$ cat config.mk
export PLATFORM = sky130hd
export DESIGN_NAME = ipft_ctrl
export DESIGN_NICKNAME = d
export VERILOG_FILES = /design/src/hw/rtl/ipft_pkg.sv /design/src/hw/rtl/ipft_ctrl.sv
export SDC_FILE = /design/constraint.sdc
export NUM_CORES = 1
export LEC_CHECK = 0
export BUFFER_PORTS_ARGS = -buffer_cell sky130_fd_sc_hd__buf_2
export CORE_AREA = 2 2 39 41
export CTS_CLUSTER_SIZE = 30
export DETAILED_ROUTE_END_ITERATION = 12
export DIE_AREA = 0 0 41 43
export PLACE_DENSITY = 0.31
export SYNTH_ARGS = -nofsm -noshare
export SYNTH_HDL_FRONTEND = slang
export SYNTH_SLANG_ARGS = --single-unit
export TNS_END_PERCENT = 20
$ cat constraint.sdc
create_clock -name clk_i -period 1.5 [get_ports clk_i]
set_clock_uncertainty 0.05 [all_clocks]
set_input_delay 0.225 -clock clk_i [delete_from_list [all_inputs] [get_ports clk_i]]
set_output_delay 0.225 -clock clk_i [all_outputs]
set_load 0.02 [all_outputs]
$ cat src/hw/rtl/ipft_pkg.sv
// ipft_pkg: shared types and constants for the ip fragment port tracker
// no dependencies
package ipft_pkg;

  localparam logic [15:0] FlagDf     = 16'h4000;
  localparam logic [15:0] FlagMf     = 16'h2000;
  localparam logic [15:0] OffsetMask = 16'h1FFF;
  localparam logic [7:0]  LifetimeReset = 8'd3;
  localparam logic [1:0]  TypeUpload   = 2'd0;
  localparam logic [1:0]  TypeDownload = 2'd1;
  localparam logic        RegLifetime = 1'b0;

  typedef struct packed {
    logic [1:0]  packet_type;
    logic [31:0] interface_number;
    logic [7:0]  ip_protocol;
    logic [31:0] source_address;
    logic [31:0] target_address;
    logic [15:0] ip_ident;
    logic [15:0] flags_offset;
    logic [15:0] src_port_in;
    logic [15:0] dst_port_in;
    logic [31:0] capture_length;
    logic [31:0] now_seconds;
  } in_item_t;

  typedef struct packed {
    logic        parse_ok;
    logic        is_download;
    logic [31:0] out_interface;
    logic [7:0]  out_protocol;
    logic [31:0] out_local_address;
    logic [31:0] out_remote_address;
    logic [15:0] out_local_port;
    logic [15:0] out_remote_port;
    logic [31:0] out_length;
  } out_item_t;

  typedef enum logic [1:0] {
    StIdle,
    StMatch,
    StUpdate,
    StOut
  } state_e;

  // controller to datapath
  typedef struct packed {
    logic load;
    logic match;
    logic update;
  } cmd_t;

endpackage

$ cat src/hw/rtl/ipft_ctrl.sv
// ipft_ctrl: sequencer for the fragment tracker
// depends on ipft_pkg
module ipft_ctrl (
  input  logic               clk_i,
  input  logic               rst_ni,
  input  logic               in_valid_i,
  input  logic               out_stall_i,
  output logic               in_stall_o,
  output logic               out_valid_o,
  output ipft_pkg::cmd_t     cmd_o
);

  ipft_pkg::state_e state_q, state_d;

  always_ff @(posedge clk_i or negedge rst_ni) begin
    if (!rst_ni) begin
      state_q <= ipft_pkg::StIdle;
    end else begin
      state_q <= state_d;
    end
  end

  always_comb begin
    state_d = state_q;
    unique case (state_q)
      ipft_pkg::StIdle:   if (in_valid_i) state_d = ipft_pkg::StMatch;
      ipft_pkg::StMatch:  state_d = ipft_pkg::StUpdate;
      ipft_pkg::StUpdate: state_d = ipft_pkg::StOut;
      ipft_pkg::StOut:    if (!out_stall_i) state_d = ipft_pkg::StIdle;
      default:            state_d = ipft_pkg::StIdle;
    endcase
  end

  always_comb begin
    in_stall_o  = 1'b1;
    out_valid_o = 1'b0;
    cmd_o       = '0;
    unique case (state_q)
      ipft_pkg::StIdle: begin
        in_stall_o = 1'b0;
        cmd_o.load = in_valid_i;
      end
      ipft_pkg::StMatch:  cmd_o.match = 1'b1;
      ipft_pkg::StUpdate: cmd_o.update = 1'b1;
      ipft_pkg::StOut:    out_valid_o = 1'b1;
      default: ;
    endcase
  end

endmodule

Word-level counts from Yosys, hierarchy flattened
Index checks and enable logic that the tools add are counted.
- flip-flop bits (word level): 2
- bits in latches: 0
- RAM bits: 0
- ROM bits: 0
- bits of input ports: 4
- output and inout port bits: 5
- memories kept: 0
- $add $sub $neg: 0
- $mul: 0
- divide/modulo/power cells: 0
- order comparisons: 0
- equal/unequal tests: 5
- shift operators: 0
- multiplexer cells: 8
- bitwise operators: 0
- reduce and logical (&&, ||, !) cells: 2
- operators with widths (operator ; count):
    $pmux W2 S4 ; 1
    $mux W1 ; 5
    $eq A2 B2 Y1 const B ; 2
    $mux W2 ; 2
    $ne A2 B2 Y1 const B ; 2
    $eq A2 B1 Y1 const B ; 1
    $logic_not A2 Y1 ; 1
    $reduce_and A2 Y1 ; 1

Logic depth before layout (Yosys ltp)
- depth after elaboration: 3
- depth in mapped cells: 5

Worst setup path after synthesis
OpenSTA, ideal clock, no wires.
- kind: register to register
- start point: register state_q[0]
- end point: register state_q[1]
- data arrival time: 1.242 ns
- setup slack: 0.083 ns
- cell stages (with the launch flop): 6
- clock period less this slack: 1.417 ns
- cell sequence: dfrtp_1 > inv_1 > ha_1 > inv_2 > a2bb2oi_2 > mux2_4
- word-level cells in the longest chain between the ends: 3
- RTL lines (what ; RTL line ; source):
    from (decl) ; ipft_ctrl.sv:13 ; ipft_pkg::state_e state_q, state_d;
    from (signal assigned) ; ipft_ctrl.sv:17 ; state_q <= ipft_pkg::StIdle;
    from (signal assigned) ; ipft_ctrl.sv:19 ; state_q <= state_d;
    $eq A2 B2 Y1 / $logic_not A2 Y1 (equally long branches) ; ipft_ctrl.sv:25 ; unique case (state_q)
    $ne A2 B2 Y1 (no source line) ; n/a ;
    $reduce_and A2 Y1 (no source line) ; n/a ;
Several ways; a longest one is shown, not always the timed one.
A chain may end at the register's enable or synchronous reset.

==> metrics.md <==
| Metric | Value |
|---|---|
| Outcome | `completed` |
| Final non-filler cell total | `45` |
| Largest regs | `state_q (2)` |
| Yosys warns | `0` |
| Ant diodes | `0` |
| CTS tree | `done` |
| Syn_area_per_cell | `11.68 µm²` |
| Seq/Total Area, Yosys | `0.2857` |
| CTS Buffer Depth | `2` |
| Die W | `41 µm` |
| Share of cells above drive strength 1 | `0.6897` |
| Initial core utilization | `0.1266` |
| Via count | `146` |
| RePlAce Congestion | `0.6064` |
| Drt wl/cell | `7.689 µm` |
| Clk Tree Root Cell | `clkbuf_4` |
| Setup TNS | `0 ps` |
| Crit Path Max Fanout | `4` |
| Initial antenna violation count | `0` |
| Placed insts | `39` |
| CTS HTree Levels | `1` |
| Setup Slack @ Placement | `58.07 ps` |
| RSZ-0062 raised after global routing | `false` |
| DR pass1 iterations | `2` |
| #FFs+latches synth | `2` |
| WP data required | `1220 ps` |
| FMAX | `0.6970 GHz` |
| Largest net degree at the start of global routing | `5` |
| NumNets Final | `40` |
| CP Capture Type | `primary output` |
| Grt ovf | `0` |
| Port bufs | `8` |
| Vias per inst | `3.244` |
| Final period util | `0.9565` |
| CP arrival | `1160 ps` |
| Clock transition at path regs | `30 ps` |
| Final hold slack | `252.9 ps` |
| Post-synth top area cell | `ha_1` |
| Worst Hold Class | `input port to asynchronous set/reset pin` |
| Syn Inst Count | `15` |
| Maxcap violations | `0` |
| Synth Cell Area | `175.2 µm²` |
| DRC viols | `0` |
| Final Setup Violations | `0` |
| Crit Reg-Reg Startpoint | `state_q[0]` |
| Worst setup SP type | `flop` |
| Total track usage | `0.05015` |
| R2R cell count | `4` |
| DP Wirelength | `268.9 µm` |
| Pleak | `0.1602 nW` |
| Final hold violation count | `0` |
| Critical R2R Capture | `state_q[1]` |
| Global-route wire length before repair | `531 µm` |
| Die height | `43 µm` |
| Synth-to-Final Area Change | `62.86%` |
| Largest Register | `state_q` |
| R2R setup slack | `80 ps` |
| Most used cells in the layout excluding fill and tap cells | `buf_2 (8), ha_1 (4), inv_2 (3), clkbuf_4 (3)` |
| Relative slew slack | `0.8914` |
| Synth unique cells | `9` |
| Antenna violation net count after detailed routing | `0` |
| CTS sink count | `2` |
| Full die area | `1763 µm²` |
| PwrDens | `2338 nW/µm²` |
| Clk_lat worst skew | `230 ps` |
| Final critical-path required period | `1435 ps` |
| FP Rows | `14` |
| Final wirelength | `346 µm` |
| Synth top area share | `0.3571` |
| Syn_nets | `24` |
| Core area | `1384 µm²` |
| Max VDD drop | `598.6 µV` |
| CTS Buf Count | `3` |
| DRT iter0 DRCs | `3` |
| I/O pins | `9` |
| Fin worst setup slack | `65.22 ps` |
| Largest register FFs | `2` |
| Least-Margin Pin Slew | `162.7 ps` |
| Crit Path Category | `flop to primary output` |
| Area contributors post-synth | `ha_1 (36%), dfrtp_1 (29%), a2bb2oi_2 (8.6%), mux2_4 (8.6%), mux2i_1 (5.7%)` |
| Most common cell after layout, fill and taps aside | `buf_2` |
| Vias in the first global route | `140` |
| Power Total | `667.0 µW` |
| Final Slew Violations | `0` |
==> final cells by class <==
type,count,area (µm²)
flip-flops and latches,2,50.05
repair buffers,11,65.06
fillers,155,1099
clock buffers,3,22.52
well taps,16,20.02
multi-input cells,10,116.4
inverters,3,11.26
==> cells by family after synthesis <==
group                      after synthesis  synth area share
AOI/OAI and AO/OA                        1           0.08569
adders and majority gates                5            0.3571
buffers and inverters                    3           0.06428
DFF                                      2            0.2857
muxes                                    2            0.1428
and+or+nand+nor                          2           0.06428
==> worst max-delay path by stage <==
stage	start	to
2_1_floorplan	state_q[0]	state_q[1]
6_report	state_q[0]	cmd_o[2]
3_5_place_dp	state_q[0]	state_q[1]
4_1_cts	state_q[0]	cmd_o[2]
3_3_place_gp	state_q[0]	state_q[1]
5_1_grt	state_q[0]	cmd_o[2]
==> stage by stage <==
| stage | cell area [µm²] | util |
|---|---|---|
| finish | 285.3 | 0.2061 |
| global route | 285.3 | 0.2061 |
| CTS | 282.8 | 0.2043 |
| detailed placement | 235.2 | 0.1700 |
| global placement | 235.2 | 0.1700 |
| floorplan | 175.2 | - |
==> critical path, cell delays in order (launching register included) <==
cell	delay, ps
dfrtp_1	380
inv_2	90
ha_2	180
and2_2	130
buf_2	150
==> power breakdown <==
| group | switching, mW | internal, mW |
|---|---|---|
| Combinational | 0.235 | 0.206 |
| Sequential | 0.0198 | 0.0856 |
| Clock | 0.0321 | 0.0884 |
==> Yosys cell counts <==
| master | n |
|---|---|
| ha_1 | 5 |
| dfrtp_1 | 2 |
| inv_1 | 2 |
| a2bb2oi_2 | 1 |
| and2_2 | 1 |
| inv_2 | 1 |
| mux2_4 | 1 |
| mux2i_1 | 1 |
| nor2_1 | 1 |
==> layer usage <==
metal / GRT usage / wire length [µm] / up-vias
li1: - / - / 76
met1: 0.03846 / 123 / 65
met2: 0.07188 / 194 / 5
met3: 0.04712 / 27 / 0
met4: 0.04000 / 0 / 0
met5: 0 / 0 / -
==> timing repair <==
item                                    4_1_cts  5_1_grt
buffers inserted                              2        0
endpoints found under the setup margin        1        1
hold buffers                                  1        0
resized for setup                             0        3
endpoints found under the hold margin         2        0
No activity file was read; power rests on OpenSTA's default activity.
